--- src/rtl/pctd_pkg.sv ---
// Shared types and constants for the prefix code tree decoder.
`timescale 1ns / 1ps
package pctd_pkg;

  localparam int NODE_COUNT   = 512;
  localparam int IDX_W        = $clog2(NODE_COUNT);
  localparam int USED_W       = $clog2(NODE_COUNT + 1);
  localparam int MAX_CODE_LEN = 32;
  localparam int WORD_BITS    = 32;
  localparam int FIELD_BITS   = 32;
  localparam int CNT_W        = 6;
  localparam int SYM_W        = 8;

  localparam logic [1:0] ACT_ADD    = 2'd0;
  localparam logic [1:0] ACT_LOOKUP = 2'd1;
  localparam logic [1:0] ACT_DECODE = 2'd2;

  localparam logic [2:0] ST_OK        = 3'd0;
  localparam logic [2:0] ST_NOT_FOUND = 3'd1;
  localparam logic [2:0] ST_INVALID   = 3'd2;
  localparam logic [2:0] ST_TRUNC     = 3'd3;
  localparam logic [2:0] ST_FULL      = 3'd4;

  typedef struct packed {
    logic [IDX_W-1:0] kid1;
    logic [IDX_W-1:0] kid0;
    logic             mark;
    logic [SYM_W-1:0] sym;
  } node_t;

  typedef struct packed {
    logic [SYM_W-1:0] sym;
    logic             sym_v;
    logic             found;
    logic [2:0]       status;
  } rslt_t;

  typedef struct packed {
    logic  emit;
    logic  flush;
    rslt_t res;
  } out_ctl_t;

  typedef struct packed {
    logic pend_v;
    logic slot;
  } out_sts_t;

endpackage

--- src/rtl/pctd_out.sv ---
// Result holding stage and output register; marks the last result of a request.
`timescale 1ns / 1ps
module pctd_out (
  input  logic                    clk,
  input  logic                    rst_n,
  input  pctd_pkg::out_ctl_t      ctl,
  output pctd_pkg::out_sts_t      sts,
  output logic                    out_valid,
  input  logic                    out_stall,
  output logic [7:0]              out_symbol_out,
  output logic                    out_symbol_valid,
  output logic                    out_found,
  output logic [2:0]              out_status,
  output logic                    out_last
);

  logic            pend_v_r;
  pctd_pkg::rslt_t pend_r;
  logic            out_v_r;
  pctd_pkg::rslt_t out_r;
  logic            out_last_r;
  logic            slot;
  logic            push;

  assign slot = !out_v_r || !out_stall;
  assign push = pend_v_r && (ctl.emit || ctl.flush);

  always_ff @(posedge clk) begin
    if (!rst_n) begin
      pend_v_r <= 1'b0;
      out_v_r  <= 1'b0;
    end else begin
      if (push) begin
        out_v_r <= 1'b1;
      end else if (slot) begin
        out_v_r <= 1'b0;
      end
      if (ctl.emit) begin
        pend_v_r <= 1'b1;
      end else if (ctl.flush) begin
        pend_v_r <= 1'b0;
      end
    end
  end

  always_ff @(posedge clk) begin
    if (push) begin
      out_r      <= pend_r;
      out_last_r <= ctl.flush;
    end
    if (ctl.emit) begin
      pend_r <= ctl.res;
    end
  end

  assign sts.pend_v       = pend_v_r;
  assign sts.slot         = slot;
  assign out_valid        = out_v_r;
  assign out_symbol_out   = out_r.sym;
  assign out_symbol_valid = out_r.sym_v;
  assign out_found        = out_r.found;
  assign out_status       = out_r.status;
  assign out_last         = out_last_r;

endmodule

--- config.mk ---
export PLATFORM = sky130hd
export DESIGN_NAME = pctd_out
export DESIGN_NICKNAME = d
export VERILOG_FILES = /design/src/rtl/pctd_pkg.sv /design/src/rtl/pctd_out.sv
export SDC_FILE = /design/constraint.sdc
export NUM_CORES = 1
export LEC_CHECK = 0
export ABC_CLOCK_PERIOD_IN_PS = 1000
export BUFFER_PORTS_ARGS = -buffer_cell sky130_fd_sc_hd__buf_4
export CAP_MARGIN = 10
export CORE_MARGIN = 4
export CORE_UTILIZATION = 44
export CTS_BUF_LIST = sky130_fd_sc_hd__clkbuf_4
export DETAILED_ROUTE_END_ITERATION = 8
export PLACE_DENSITY = 0.82
export SKIP_LAST_GASP = 1
export SLEW_MARGIN = 20
export SYNTH_ARGS = -nofsm -noshare
export SYNTH_HDL_FRONTEND = slang
export SYNTH_SLANG_ARGS = --single-unit
export TNS_END_PERCENT = 1
--- constraint.sdc ---
create_clock -name clk -period 1 [get_ports clk]
set_input_delay 0.2 -clock clk [delete_from_list [all_inputs] [get_ports clk]]
set_output_delay 0.2 -clock clk [all_outputs]
set_load 0.005 [all_outputs]
==> impl_metrics.csv, run 1 <==
group,metric,value,unit
drt,totalWireLength,1340,µm
setup_path,required,0.80,ns
setup_path,slowest_stage,"edfxtp_1",
run_status,violations,"negative setup slack",
setup_path,cp_max_fo,1,
drt,drtIter0Drc,7,
global_route,grt_pass1_wl,2000,µm
setup_path,cp_cell_sequence,"buf_4",
setup_path,regToRegEndpoint,"out_found",
cts,clock-sinks,29,
timing,fin_crit,1.03,ns
timing,hold_viol_final,0,
final_layout,drive_gt1_share,60.5,%
setup_path,max_stage_delay,0.37,ns
yosys,avgSynthCellArea,24.3,µm²
floorplan,die_w,53.2,µm
setup_path,crit_type,"reg -> out",
power,power.leakage,0.514,nW
cts,cts_buffer_depth,2,
final_layout,areaGrowthSynthToFinish,42.3,%
drt,ant_nets,0,
drt,wire_per_inst,12.4,µm
yosys,synthMuxAreaShare,0,%
yosys,synth_top_family_by_area,"compound AO/OA/AOI/OAI gates",
timing,setup_viol,15,
place,portBuffers,34,
drt,route.detailed.drc,0,
floorplan,die_area,2830,µm²
setup_path,cp_num_buf_inv,1,
yosys,synth_nets,55,
setup_path,r2r_setup_slack,0.03,ns
setup_path,start_kind,"flop",
setup_path,worst_r2r_path_depth,3,
global_route,grt.overflow.total,0,
drt,drt_pass1_iterations,4,
setup_path,cp-end-kind,"primary output",
setup_path,worstPathArrival,0.83,ns
yosys,synth_area,900,µm²
yosys,synth_xor_area_share,0,%
setup_path,endpoint,"out_symbol_out[2]",
timing,fin_ws,-0.0323,ns
floorplan,core,1940,µm²
setup_path,cp_top_family,"flip-flops",
min_path,hold_depth,1,
timing,final.setup.tns,-0.236,ns
yosys,netlist_instances,37,
yosys,yosysWarnings,0,
timing,slew_violations,0,
timing,worst_pin_slew,0.206,ns
power,p_per_area,1800,nW/µm²
timing,fmax,969,MHz
floorplan,initial_core_util,46.3,%
cts,cts_buffers,5,
cts,cts.htree.levels,2,
place,placed_area,1210,µm²
final_layout,nNetsFinal,98,
power,finalPower,2.30,mW
cts,cts_hold_buf,0,
setup_path,cp.depth,1,
final_layout,fin_area,1280,µm²
yosys,ys_seq_elements,29,
global_route,grt_pass1_vias,492,
floorplan,rows,16,
timing,holdWs,0.0542,ns
timing,finClkSkew,0.00734,ns
timing,post-route-period-util,103,%
floorplan,ios,35,
place,gp_congestion,0.624,
drt,vias,480,
yosys,synth-compound-area-share,2.23,%
yosys,yosysSeqAreaShare,94.6,%
cts,clk_pin_slew,0.08,ns
global_route,antenna_found_initial,0,
place,preCtsSetupSlack,-0.00339,ns
drt,via_per_inst,4.44,
setup_path,rr_startpoint,"pend_v_r",
timing,grt_setup_unrepaired,"true",
cts,tritoncts,"built",
min_path,hp-class,"in -> reg",
floorplan,die_h,53.2,µm
final_layout,diodes,0,
run_status,outcome,"complete, but fails checks",
yosys,ys_types,9,
global_route,grt_max_degree,15,
setup_path,cp-startpoint,"out_symbol_out[2]",
power,vdd_drop_max,1.05,mV
cts,insertion_delay,0.31,ns
timing,slew_headroom,86.2,%
yosys,synthAdderAreaFrac,0,%
yosys,yosys.area_share.simple,1.11,%
cts,cts-root-buf,"clkbuf_4",
global_route,grt.total_usage,11.5,%
job,maxCapViolations,0,
[sequential cells by signal, indices dropped and copies added, names as in the netlist]
name and flops:
out_valid 1, out_last 1, pend_r 13, pend_v_r 1
out_symbol_out 8, out_symbol_valid 1, out_found 1, out_status 3
[cells in the mapped netlist (all sizes together)]
cell	n	area [µm²]
dfxtp	2	40.0
edfxtp	27	811
nor2b	1	6.26
o21ai	1	5.00
o21a	1	7.51
buf	2	15.0
inv	1	3.75
a21boi	1	7.51
nand2	1	3.75
[power breakdown]
group | switching [mW] | internal [mW]
sequential | 0.0189 | 1.42
combinational | 0.0580 | 0.101
clock | 0.345 | 0.361
[metrics by stage]
step / std cells / util, %
after global placement: 99 / 62.2
after detailed placement: 99 / 62.2
after CTS: 108 / 65.9
final: 108 / 65.9
after floorplan: 37 / -
after global routing: 108 / 65.9
[cells by family (layout without fill, tap and decap cells)]
kind of cell    after synthesis  after routing
compound gates                3              3
flops                        29             29
simple gates                  2              2
buf+inv                       3             47
[layout by cell type, fill, tap and decap left out]
cell / instances
a21boi_1: 1
buf_12: 1
buf_4: 37
clkbuf_4: 8
dfxtp_1: 1
dfxtp_2: 1
edfxtp_1: 27
inv_2: 1
nand2_2: 1
nor2b_1: 1
o21a_1: 1
o21ai_1: 1
[area by class of cell]
class	instances	area [µm²]
clock buffers	8	60.1
fillers	151	662
inverters	1	3.75
multi-input cells	5	32.5
flip-flops and latches	29	852
well taps	27	33.8
repair buffers	38	298
[what timing repair did]
action                                  CTS  global route
pin swaps                                 1             1
gates resized for setup                   2             0
buffers inserted                          1             0
endpoints found under the setup margin   16            30
[per-layer routing]
metal	wire (µm)	vias up	track usage [%]
met5	0	-	0
met4	39	0	6.38
met3	178	6	9.30
met2	791	24	20.0
met1	333	224	8.26
li1	-	226	-
[worst min path at each step]
stage	startpoint	endpoint
floorplan	ctl[13]	out_last
global placement	ctl[8]	pend_r[8]
detailed placement	ctl[6]	pend_r[6]
CTS	ctl[5]	pend_r[5]
global route	ctl[5]	pend_r[5]
finish	ctl[7]	pend_r[7]
No activity file was read; power rests on OpenSTA's default activity.
==> run 2, diff against run 1 <==
- ABC_AREA: not set -> 1
==> impl_metrics.csv, run 2 <==
group,metric,value,unit
power,p_clk_share,29.7,%
setup_path,required,0.80,ns
drt,drtIter0Drc,7,
yosys,netlist_instances,39,
setup_path,slowest_stage,"edfxtp_1",
yosys,synth_top_area_cell,"edfxtp_1",
floorplan,die_area,2850,µm²
yosys,yosys-top-cells-area,"edfxtp_1, dfxtp_1, buf_4",
timing,final.setup.tns,-0.408,ns
place,gp_congestion,0.632,
timing,fin_crit,1.05,ns
setup_path,crit_type,"reg -> out",
timing,setup_viol,15,
yosys,synth_top_area_share,89.4,%
final_layout,final_cell_mix,"buf_4, edfxtp_1, clkbuf_4",
power,finalPower,2.26,mW
drt,wire_per_inst,13.6,µm
yosys,synthFlopType,"edfxtp_1",
run_status,outcome,"complete, but fails checks",
global_route,antenna_found_initial,0,
floorplan,ios,35,
run_status,violations,"negative setup slack",
setup_path,cp_top_family,"flip-flops",
final_layout,largest-register,"pend_r",
cts,cts.htree.levels,2,
yosys,synth-edff-count,27,
yosys,ys_seq_elements,29,
power,power.leakage,0.508,nW
setup_path,cp_cell_sequence,"buf_4",
cts,cts-root-buf,"clkbuf_4",
setup_path,worstPathArrival,0.85,ns
cts,cts_setup_buffers,0,
yosys,yosysMostFrequentCell,"edfxtp_1",
global_route,grt.total_usage,12.0,%
final_layout,areaGrowthSynthToFinish,38.9,%
floorplan,die_w,53.4,µm
cts,cts_buffers,5,
final_layout,nNetsFinal,98,
cts,tritoncts,"built",
final_layout,final_cells,108,
final_layout,drive_gt1_share,59.3,%
power,p_per_area,1790,nW/µm²
yosys,yosysWarnings,0,
place,preCtsSetupSlack,0.0249,ns
drt,via_per_inst,4.44,
cts,cts_buffer_depth,2,
final_layout,diodes,0,
timing,fmax,952,MHz
yosys,synth_area,907,µm²
timing,slew_violations,0,
final_layout,largest_reg_flops,13,
final_layout,layout_commonest_cell,"buf_4",
cts,cts_hold_buf,0,
timing,post-route-period-util,105,%
yosys,yosysSeqAreaShare,93.8,%
place,portBuffers,34,
timing,fin_ws,-0.0500,ns
power,swShare,19.0,%
timing,slew_headroom,81.2,%
global_route,grt.overflow.total,0,
timing,worst_pin_slew,0.282,ns
cts,clock-sinks,29,
power,power_frac_seq,63.7,%
drt,vias,480,
drt,route.detailed.drc,0,
yosys,ys_types,9,
global_route,grt_max_degree,15,
setup_path,cp_max_fo,1,
timing,grt_setup_unrepaired,"true",
timing,finClkSkew,0.00717,ns
global_route,grt_pass1_vias,462,
floorplan,initial_core_util,46.2,%
drt,drt_pass1_iterations,3,
power,p_comb_share,6.6,%
place,place_inst,100,
cts,clk_pin_slew,0.08,ns
final_layout,fin_area,1260,µm²
setup_path,cp-end-kind,"primary output",
power,p_sw,0.429,mW
yosys,synth_nets,57,
yosys,avgSynthCellArea,23.3,µm²
floorplan,die_h,53.4,µm
power,vdd_drop_max,1.09,mV
timing,hold_viol_final,0,
floorplan,rows,16,
floorplan,core,1960,µm²
job,maxCapViolations,0,
final_layout,nFillCells,146,
setup_path,max_stage_delay,0.40,ns
place,placed_area,1200,µm²
drt,ant_nets,0,
yosys,ys_top_cells_by_count,"edfxtp_1, inv_1, buf_4, dfxtp_1",
cts,insertion_delay,0.31,ns
yosys,postSynth.asyncResetShare,0,%
setup_path,cp_num_buf_inv,1,
global_route,grt_pass1_wl,2130,µm
setup_path,start_kind,"flop",
drt,totalWireLength,1470,µm
power,p_int,1.83,mW
min_path,hp-class,"in -> reg",
## run 2: changes by cell type after synthesis, sizes merged
cell    delta
a21boi     -1
a21oi      +2
inv        +2
nor2       +1
nor2b      -1
o21a       -1
## run 2: stage by stage
step / hold WS, ns / util (%)
after detailed placement: 0.379 / 61.0
after floorplan: 0.299 / -
after CTS: 0.0507 / 64.0
after global placement: 0.379 / 61.0
final: 0.0645 / 64.2
after global routing: 0.0322 / 64.2
## run 2: metal layers
metal | part of all wire, % | global-route usage [%] | up-vias
li1 | - | - | 227
met3 | 12 | 8.17 | 5
met5 | 0 | 0 | -
met1 | 40 | 12.9 | 216
met4 | 1.9 | 6.38 | 0
met2 | 46 | 17.6 | 32
## run 2: timing repair
item | 4_1_cts | 5_1_grt
endpoints found under the setup margin | 16 | 31
gates resized for setup | 2 | 1
gates cloned | 0 | 0
## run 2: cells by family after synthesis
kind of cell | after synthesis | share of synthesized area [%]
buffers and inverters | 5 | 2.90
DFF | 29 | 93.8
and+or+nand+nor | 2 | 0.827
AOI/OAI and AO/OA | 3 | 2.48
## run 2: power by group through the flow
stage / Clock, mW / Sequential, mW / Combinational [mW]
4_1_cts: 0.690 / 1.44 / 0.152
2_1_floorplan: 0 / 1.46 / 0.0260
3_3_place_gp: 0 / 1.46 / 0.146
3_5_place_dp: 0 / 1.47 / 0.150
5_1_grt: 0.763 / 1.45 / 0.164
6_report: 0.671 / 1.44 / 0.150
## run 2: final cells by class
cell class / count / area, µm² / share of cell area (%)
Sequential cell: 29 / 852 / 67.6
Timing Repair Buffer: 36 / 274 / 21.7
Clock buffer: 7 / 52.6 / 4.17
Tap cell: 27 / 33.8 / 2.68
Multi-Input combinational cell: 5 / 32.5 / 2.58
Inverter: 3 / 11.3 / 0.894
Clock inverter: 1 / 3.75 / 0.298
## run 2: worst paths after layout
kind,startpoint,endpoint,slack [ns],cells after the start
setup / recovery,out_status[0],out_status[0],-0.05,1
hold / removal,ctl[9],pend_r[9],0.06,1
setup reg to reg,pend_v_r,out_symbol_out[5],0.02,2
hold reg to reg,pend_r[11],out_symbol_out[6],0.42,0
