**src/rtl/pctd_ram.sv**
```systemverilog
// Generic simple dual-port RAM with registered read.
`timescale 1ns / 1ps
module pctd_ram #(
  parameter int WIDTH = 8,
  parameter int DEPTH = 16
) (
  input  logic                     clk,
  input  logic                     we,
  input  logic [$clog2(DEPTH)-1:0] waddr,
  input  logic [WIDTH-1:0]         wdata,
  input  logic                     re,
  input  logic [$clog2(DEPTH)-1:0] raddr,
  output logic [WIDTH-1:0]         rdata
);

  logic [WIDTH-1:0] mem [DEPTH];
  logic [WIDTH-1:0] rdata_r;

  always_ff @(posedge clk) begin
    if (we) begin
      mem[waddr] <= wdata;
    end
    if (re) begin
      rdata_r <= mem[raddr];
    end
  end

  assign rdata = rdata_r;

endmodule

```
**config.mk**
```make
export PLATFORM = sky130hd
export DESIGN_NAME = pctd_ram
export DESIGN_NICKNAME = d
export VERILOG_FILES = /design/src/rtl/pctd_ram.sv
export SDC_FILE = /design/constraint.sdc
export NUM_CORES = 1
export LEC_CHECK = 0
export BUFFER_PORTS_ARGS = -buffer_cell sky130_fd_sc_hd__buf_2
export CORE_UTILIZATION = 50
export DETAILED_ROUTE_END_ITERATION = 6
export PLACE_DENSITY = 0.64
export SLEW_MARGIN = 20
export SYNTH_ARGS = -nofsm -noshare
export SYNTH_HDL_FRONTEND = slang
export SYNTH_SLANG_ARGS = --single-unit
```
**constraint.sdc**
```tcl
create_clock -name clk -period 2.1 [get_ports clk]
set_input_delay 0.21 -clock clk [delete_from_list [all_inputs] [get_ports clk]]
set_output_delay 0.21 -clock clk [all_outputs]
set_load 0.01 [all_outputs]
```
==> run metrics, run 1 <==
cell family with most CP delay multiplexers; Setup violations, final 0; DRC 0; vias per inst between 5 and 6; Hold Crit Class input pin to register; clock sink total approximately 140; Post-CTS Hold Buffers 0; Post-DP HPWL 6.35 mm; port bufs 26; syn avg cell area around 23 um^2; H-tree depth 4; Detail Route Antenna Nets 0; CTS tree built; site row count 36; clock slew at reported path FFs around 0.060 ns; flop2flop setup slack between 0.5 and 0.6 ns; max incr delay on CP about 0.51 ns; max-cap viol count 0; fin nets a little over 300; Starting Density between 50 and 60%; maximum clock frequency around 650 MHz; DR vias 2443; CP Class register to register; largest net degree at the start of global routing 24; PD cells just over 1000 mW/mm^2; layout cells sized above 1 32.9%; Critical Path AT 1.78 ns; nature of the critical path startpoint register; Slew HR just over 70%; setup TNS 0 ns; ant diodes 0; CTS Buf Count 17; final wirelength slightly below 10 mm; Area growth syn-to-layout 20.3%; Avg WL per Cell approximately 22 um; required time of the worst setup path 2.35 ns; final std cell area, no fill 0.00629 mm^2; post-synth top area share 78.1%; Final Wtd Congestion slightly below 0.8; Area contributors post-synth edfxtp_1, mux4_2, mux4_1; die height between 100 and 150 um; Cell variety after synth 18; antenna violations before repair 0; final worst setup slack 0.562 ns; CORE AREA 0.00995 mm^2; area of the die around 0.011 mm^2; Placed Area around 0.0057 mm^2; first-pass GRT wire length between 10 and 15 mm; worst path cell trace mux4_1 > a22oi_1 > nand2_1; worst path bufs/invs 0; minimum hold slack about 0.079 ns; Final Cycle Share between 70% and 80%; Synth warnings 0; pre-CTS setup slack between 0.2 and 0.3 ns; Pleak between 2 and 2.5 nW; total grt overflow 0; TritonRoute pass-1 iters 4; VDD IR max about 0.7 mV; leading area contributor after synthesis edfxtp_1; drt initial violations ~180; CTS max path bufs 2; Syn Inst Count 229; sequential-to-total area share from yosys stat approximately four fifths; CTS-repair resized insts 0; Skew-Pair Late Insertion Delay approximately 0.50 ns; synthesized flop and latch total around 140; crit path time final 1.54 ns; Final Hold Vio Count 0; Die Span X about 100 um; status finished, final reports clean; RSZ-0062 raised after global routing false; Synth Net Count between 200 and 250; clock skew around 0.0042 ns; slowest CP cell mux4_1; GRT Total Usage ~20%; CP max FO 1; Setup crit end kind register; I/O pins 27; area of the mapped netlist 0.00523 mm^2; vias in the first global route 2447; Post-CTS Setup Bufs 0; Root Buffer clkbuf_8; Max Slew Vio Count 0; Worst Tran Pin Value between 0.4 and 0.5 ns
where the power goes:
part	internal, mW	switching (mW)
combinational	0.125	0.161
sequential	3.06	0.0161
clock	2.03	1.06
cell families (layout without fill, tap and decap cells):
family / count (synthesis) / in the layout / share of synthesized area (%)
AOI/OAI and AO/OA: 16 / 16 / 2.30
buffers and inverters: 10 / 85 / 1.65
DFF: 136 / 136 / 78.1
muxes: 32 / 32 / 14.8
and+or+nand+nor: 35 / 35 / 3.14
cells in the mapped netlist:
cell type,instances
a22oi_1,16
nor3_1,4
buf_4,1
nand3_1,1
buf_2,3
nand2_1,9
edfxtp_1,136
or3b_2,1
buf_6,3
and2b_1,1
mux4_1,14
nand3b_1,2
mux4_2,18
clkdlybuf4s25_2,3
nand2b_1,2
nor2b_1,1
and2_1,1
nor2_1,13
state kept, by name, indices dropped and copies added, names as in the netlist:
signal  cells
rdata       8
mem       128
layer usage:
metal  routed length (um)  track usage, %
met1                 4390            28.6
met2                 4710            29.1
met3                  628            4.45
met4                   31            7.96
met5                    0               0
layout by cell type (no fill, tap or decap), drive strengths merged:
cell / instances
a22oi: 16
and2: 1
and2b: 1
buf: 53
bufinv: 5
clkbuf: 18
clkinv: 6
clkinvlp: 2
edfxtp: 136
inv: 1
mux4: 32
nand2: 9
nand2b: 2
nand3: 1
nand3b: 2
nor2: 13
nor2b: 1
nor3: 4
or3b: 1
path summary, 6_finish.rpt:
kind | depth (start not counted) | from | to
worst max-delay path | 3 | mem[1][0]$_DFFE_PP_ | rdata[0]$_DFFE_PP_
worst min-delay path | 1 | wdata[0] | mem[1][0]$_DFFE_PP_
worst max register to register | 3 | mem[1][0]$_DFFE_PP_ | rdata[0]$_DFFE_PP_
worst min register to register | 3 | mem[15][4]$_DFFE_PP_ | rdata[4]$_DFFE_PP_
cell type report:
cell class              count  area, um^2
flip-flops and latches    136        4080
fillers                   673        3670
multi-input cells          83        1060
clock buffers              18         418
repair buffers             53         358
clock inverters            14         204
well taps                 133         166
per-stage QoR:
stage,power [mW],util (%),instances
global placement,3.42,56.9,405
global route,6.64,63.2,437
finish,6.46,63.2,437
CTS,6.49,63.2,437
floorplan,3.29,-,229
detailed placement,3.42,56.9,405
No activity file was read; power rests on OpenSTA's default activity.
==> run 2: changes to the inputs <==
==> constraint.sdc (replaced) <==
create_clock -name clk -period 1.6 [get_ports clk]
set_input_delay 0.16 -clock clk [delete_from_list [all_inputs] [get_ports clk]]
set_output_delay 0.16 -clock clk [all_outputs]
set_load 0.01 [all_outputs]
==> run 2 against run 1 <==
Compared with the run above: global-route usage increased by 0.63 points; final cell count down 0.23%; critical endpoint is now rdata[2]$_DFFE_PP_; clock-buffer cell count is 1 higher; clock power up 13%; register-to-register slack got worse by 0.47 ns; critical path depth did not move.
==> run metrics, run 2 (synthesized netlist as in run 1, its figures left out) <==
Final Wtd Congestion 0.767 (-2.4%); Critical Path AT 1.77 ns (about the same); grt peak-use layer met2; Hold Crit Class input pin to register; Post-CTS Hold Buffers 0 (unchanged); Area growth syn-to-layout 18.8%; die height 104 um (unchanged); Slew HR 47.3% (-24 points); Avg WL per Cell 22.9 um (+2.6%); Layout Cells excl Fill 436 (-0.23%); Layout Utilization 62.4% (-0.79 points); Starting Density 52.5% (unchanged); reg2reg end rdata[2]$_DFFE_PP_; global routing met3 resource utilization 4.76% (+0.31 points); Skew-Pair Late Insertion Delay 0.51 ns (about the same); GR Util met1 28.0% (-0.52 points); ant diodes 0 (unchanged); CP max FO 1 (unchanged); clock skew 0.00435 ns (+0.000183 ns); Pleak 2.11 nW (-2.1%); Reg with most FFs mem; worst reg2reg path startpoint mem[9][2]$_DFFE_PP_; total grt overflow 0 (unchanged); Setup violations, final 0 (unchanged); area of the die 0.0109 mm^2 (unchanged); pre-CTS setup slack -0.156 ns (-0.409 ns); status finished, final reports clean; clock sink total 136 (unchanged); total chip power 7.92 mW (+23%); fin nets 309 (-0.32%); Die Span X 104 um (unchanged); H-tree depth 4 (unchanged); final wirelength 9.99 mm (+2.3%); clock slew at reported path FFs 0.06 ns (about the same); crit path time final 1.51 ns (-0.0252 ns); Post-CTS Setup Bufs 0 (unchanged); nature of the critical path startpoint register; hold_sp wdata[3]; DR vias 2479 (+1.5%); most frequent cells in the layout edfxtp_1, buf_2, buf_4, mux4_2; WHS Endpoint mem[9][3]$_DFFE_PP_; drt initial violations 206 (+14%); RSZ-0062 raised after global routing false; CORE AREA 0.00995 mm^2 (unchanged); largest net degree at the start of global routing 21 (-13%); Hold Crit Depth 1 (unchanged); Post-DP HPWL 6.38 mm (+0.42%); CTS max path bufs 2 (unchanged); maximum clock frequency 661 MHz (+1.7%); Detail Route Antenna Nets 0 (unchanged); DRC 0 (unchanged); Max Slew Vio Count 0 (unchanged); GRT Total Usage 20.3% (+0.63 points); Largest register FFs 128 (unchanged); Setup crit end kind register; CTS tree built; required time of the worst setup path 1.85 ns (-0.50 ns); site row count 36 (unchanged); Reg2Reg Depth 3 (unchanged); port bufs 26 (unchanged); CP Class register to register; antenna violations before repair 0 (unchanged); vias per inst 5.69 (+1.7%); final worst setup slack 0.0871 ns (-0.475 ns); flop2flop setup slack 0.09 ns (-0.47 ns); met2 Track Usage GR 31.8% (+2.6 points); CTS Buf Count 17 (unchanged); Root Buffer clkbuf_8; PD cells 1280 mW/mm^2 (+24%); placed cells 404 (-0.25%); I/O pins 27 (unchanged); first-pass GRT wire length 15.4 mm (+4.8%); minimum hold slack 0.0280 ns (-0.0513 ns); layout cells sized above 1 31.4% (-1.5 points); Final Cycle Share 94.6% (+21 points); vias in the first global route 2589 (+5.8%); TritonRoute pass-1 iters 4 (unchanged); VDD IR max 0.663 mV (-4.9%); Final Hold Vio Count 0 (unchanged); max-cap viol count 0 (unchanged); CTS-repair resized insts 0 (unchanged); Worst Tran Pin Value 0.787 ns (+0.359 ns); commonest non-fill, non-tap cell in the layout edfxtp_1
-- run 2: changes by cell type in the layout (fill, tap and decap cells not counted), sizes merged --
cell,change
buf,-1
bufinv,-3
clkbuf,+1
clkinv,+3
inv,-1
-- run 2: cell type report --
type	count	area, um^2
Sequential cell	136	4080
Fill cell	682	3750
Multi-Input combinational cell	83	1060
Clock buffer	19	422
Timing Repair Buffer	52	363
Tap cell	133	166
Clock inverter	13	111
-- run 2: critical path: stages (launching register included) --
cell	delay (ns)
edfxtp_1	0.36
mux4_1	0.50
a22oi_1	0.32
nand2_1	0.08
-- run 2: metrics by stage --
| step | instance area, um^2 | TNS [ns] |
|---|---|---|
| after floorplan | 5230 | 0 |
| after global placement | 5680 | -0.656 |
| after detailed placement | 5680 | -0.657 |
| after CTS | 6210 | 0 |
| after global routing | 6210 | 0 |
| final | 6210 | 0 |
-- run 2: worst max-delay path by stage --
| stage | from | endpoint | slack [ns] | cells past startpoint |
|---|---|---|---|---|
| 6_report | mem[9][2]$_DFFE_PP_ | rdata[2]$_DFFE_PP_ | 0.09 | 3 |
| 5_1_grt | mem[9][2]$_DFFE_PP_ | rdata[2]$_DFFE_PP_ | 0.05 | 3 |
| 4_1_cts | mem[9][2]$_DFFE_PP_ | rdata[2]$_DFFE_PP_ | 0.1 | 3 |
| 3_5_place_dp | raddr[0] | rdata[2]$_DFFE_PP_ | -0.16 | 6 |
| 3_3_place_gp | raddr[0] | rdata[2]$_DFFE_PP_ | -0.17 | 6 |
| 2_1_floorplan | raddr[0] | rdata[1]$_DFFE_PP_ | 0.16 | 5 |
-- run 2: metal layers --
metal	wire, um	vias to the layer above	part of all wire, %
li1	-	1106	-
met1	4530	1283	45
met2	4860	78	49
met3	490	12	4.9
met4	108	0	1.1
met5	0	-	0
-- run 2: power by group --
part	leakage [nW]	switching, mW	total, mW	internal (mW)
sequential	1.24	0.0209	4.04	4.02
combinational	0.623	0.219	0.389	0.170
clock	0.254	1.33	3.50	2.17
==> run 3: changes to the inputs <==
==> constraint.sdc (replaced) <==
create_clock -name clk -period 1.7 [get_ports clk]
set_input_delay 0.17 -clock clk [delete_from_list [all_inputs] [get_ports clk]]
set_output_delay 0.17 -clock clk [all_outputs]
set_load 0.01 [all_outputs]
==> run 3 against run 2 <==
Compared with the run above: die area stayed put; sequential power decreased by 6.2%; global-route usage decreased by 0.89 points; clock skew up 0.0024 ns; final cell count is 0.46% lower; combinational power down 6.7%; routed wire length decreased by 5.3%; design area rose by 0.71%; critical path type unchanged; setup slack improved by 0.12 ns; sequential share of layout area fell by 0.46 points.
==> run metrics, run 3 (synthesized netlist as in run 1, its figures left out) <==
status finished, final reports clean; final worst setup slack 0.207 ns (+0.120 ns); vias per inst 5.62 (-1.2%); commonest non-fill, non-tap cell in the layout edfxtp_1; worst path cell trace mux4_2 > a22oi_1 > nand2_1; CTS max path bufs 2 (unchanged); Critical Path AT 1.76 ns (about the same); Setup violations, final 0 (unchanged); setup TNS 0 ns (unchanged); Die Span X 104 um (unchanged); RSZ-0062 raised after global routing false; CTS Buf Count 17 (unchanged); Final Cycle Share 87.8% (-6.7 points); crit path launch mem[0][4]$_DFFE_PP_; Area growth syn-to-layout 19.6%; Worst Tran Pin Value 0.348 ns (-0.439 ns); Slew HR 76.8% (+29 points); Root Buffer clkbuf_8; Setup crit end kind register; crit path time final 1.49 ns (-0.0202 ns); CP max FO 1 (unchanged); Avg WL per Cell 21.8 um (-4.8%); total grt overflow 0 (unchanged); final wirelength 9.46 mm (-5.3%); nature of the critical path startpoint register; GRT Total Usage 19.4% (-0.89 points); CP Class register to register; Pleak 2.13 nW (+0.75%); hold_sp wdata[4]; clock sink total 136 (unchanged); Starting Density 52.5% (unchanged); Hold Crit Class input pin to register; vias in the first global route 2548 (-1.6%); most frequent cells in the layout edfxtp_1, buf_2, buf_4, mux4_2; pre-CTS setup slack 0.00729 ns (+0.164 ns); PD cells 1230 mW/mm^2 (-3.8%); total chip power 7.68 mW (-3.1%); site row count 36 (unchanged); drt initial violations 120 (-42%); placed cells 402 (-0.50%); clock slew at reported path FFs 0.06 ns (about the same); antenna violations before repair 0 (unchanged); required time of the worst setup path 1.96 ns (+0.11 ns); Skew-Pair Late Insertion Delay 0.52 ns (about the same); CORE AREA 0.00995 mm^2 (unchanged); CTS tree built; Detail Route Antenna Nets 0 (unchanged); DR vias 2438 (-1.7%); Layout Utilization 62.8% (+0.44 points); VDD IR max 0.719 mV (+8.5%); first-pass GRT wire length 14.7 mm (-4.6%); Reg with most FFs mem; worst reg2reg path startpoint mem[0][4]$_DFFE_PP_; Final Wtd Congestion 0.803 (+4.6%); H-tree depth 4 (unchanged); area of the die 0.0109 mm^2 (unchanged); maximum clock frequency 670 MHz (+1.4%); die height 104 um (unchanged); fin nets 308 (-0.32%); Post-DP HPWL 6.02 mm (-5.7%); max incr delay on CP 0.46 ns (-0.04 ns); worst path bufs/invs 0 (unchanged); Largest register FFs 128 (unchanged); I/O pins 27 (unchanged); slowest CP cell mux4_2; largest net degree at the start of global routing 33 (+57%); Final Hold Vio Count 0 (unchanged); clock skew 0.00677 ns (+0.00242 ns); TritonRoute pass-1 iters 4 (unchanged); Layout Cells excl Fill 434 (-0.46%); cell family with most CP delay multiplexers; DRC 0 (unchanged); layout cells sized above 1 32.2% (+0.87 points); max-cap viol count 0 (unchanged); Max Slew Vio Count 0 (unchanged); ant diodes 0 (unchanged); port bufs 26 (unchanged)
==> run 3: power by group <==
part,internal (mW),switching (mW),total (mW)
combinational,0.162,0.201,0.363
sequential,3.78,0.0161,3.79
clock,2.21,1.31,3.52
==> run 3: repair_timing <==
item                                    in CTS  in global routing
hold buffers                                 1                  0
endpoints found under the hold margin        8                  0
setup buffers                                0                  0
resized for setup                            0                  0
endpoints found under the setup margin       0                  0
==> run 3: path summary, 6_finish.rpt <==
| path | to | cells after the start | slack (ns) |
|---|---|---|---|
| max | rdata[4]$_DFFE_PP_ | 3 | 0.21 |
| min | mem[15][4]$_DFFE_PP_ | 1 | 0.04 |
| max reg2reg | rdata[4]$_DFFE_PP_ | 3 | 0.21 |
| min reg2reg | rdata[3]$_DFFE_PP_ | 3 | 0.74 |
==> run 3: area by class of cell <==
type / instances / area, um^2
clock inverters: 13 / 156
clock buffers: 18 / 418
multi-input cells: 83 / 1060
well taps: 133 / 166
repair buffers: 51 / 370
flip-flops and latches: 136 / 4080
fillers: 689 / 3700
==> run 3: through the flow <==
| stage | instance area (um^2) | hold slack (ns) |
|---|---|---|
| detailed placement | 5670 | 0.531 |
| global placement | 5670 | 0.531 |
| global route | 6250 | 0.0231 |
| finish | 6250 | 0.0352 |
| CTS | 6250 | 0.00689 |
| floorplan | 5230 | 0.269 |
==> run 3: per-layer routing <==
layer	track usage [%]	share of wire, %	vias up
li1	-	-	1098
met4	8.37	1.4	0
met1	25.8	46	1266
met3	5.58	4.1	11
met5	0	0	-
met2	30.1	49	63
==> run 3: worst reg2reg max path, delay by kind of cell (launching register included) <==
kind / cells / cell delay, ns
multiplexers: 1 / 0.46
flip-flops: 1 / 0.38
AO/OA/AOI/OAI: 1 / 0.31
AND/OR/NAND/NOR: 1 / 0.09
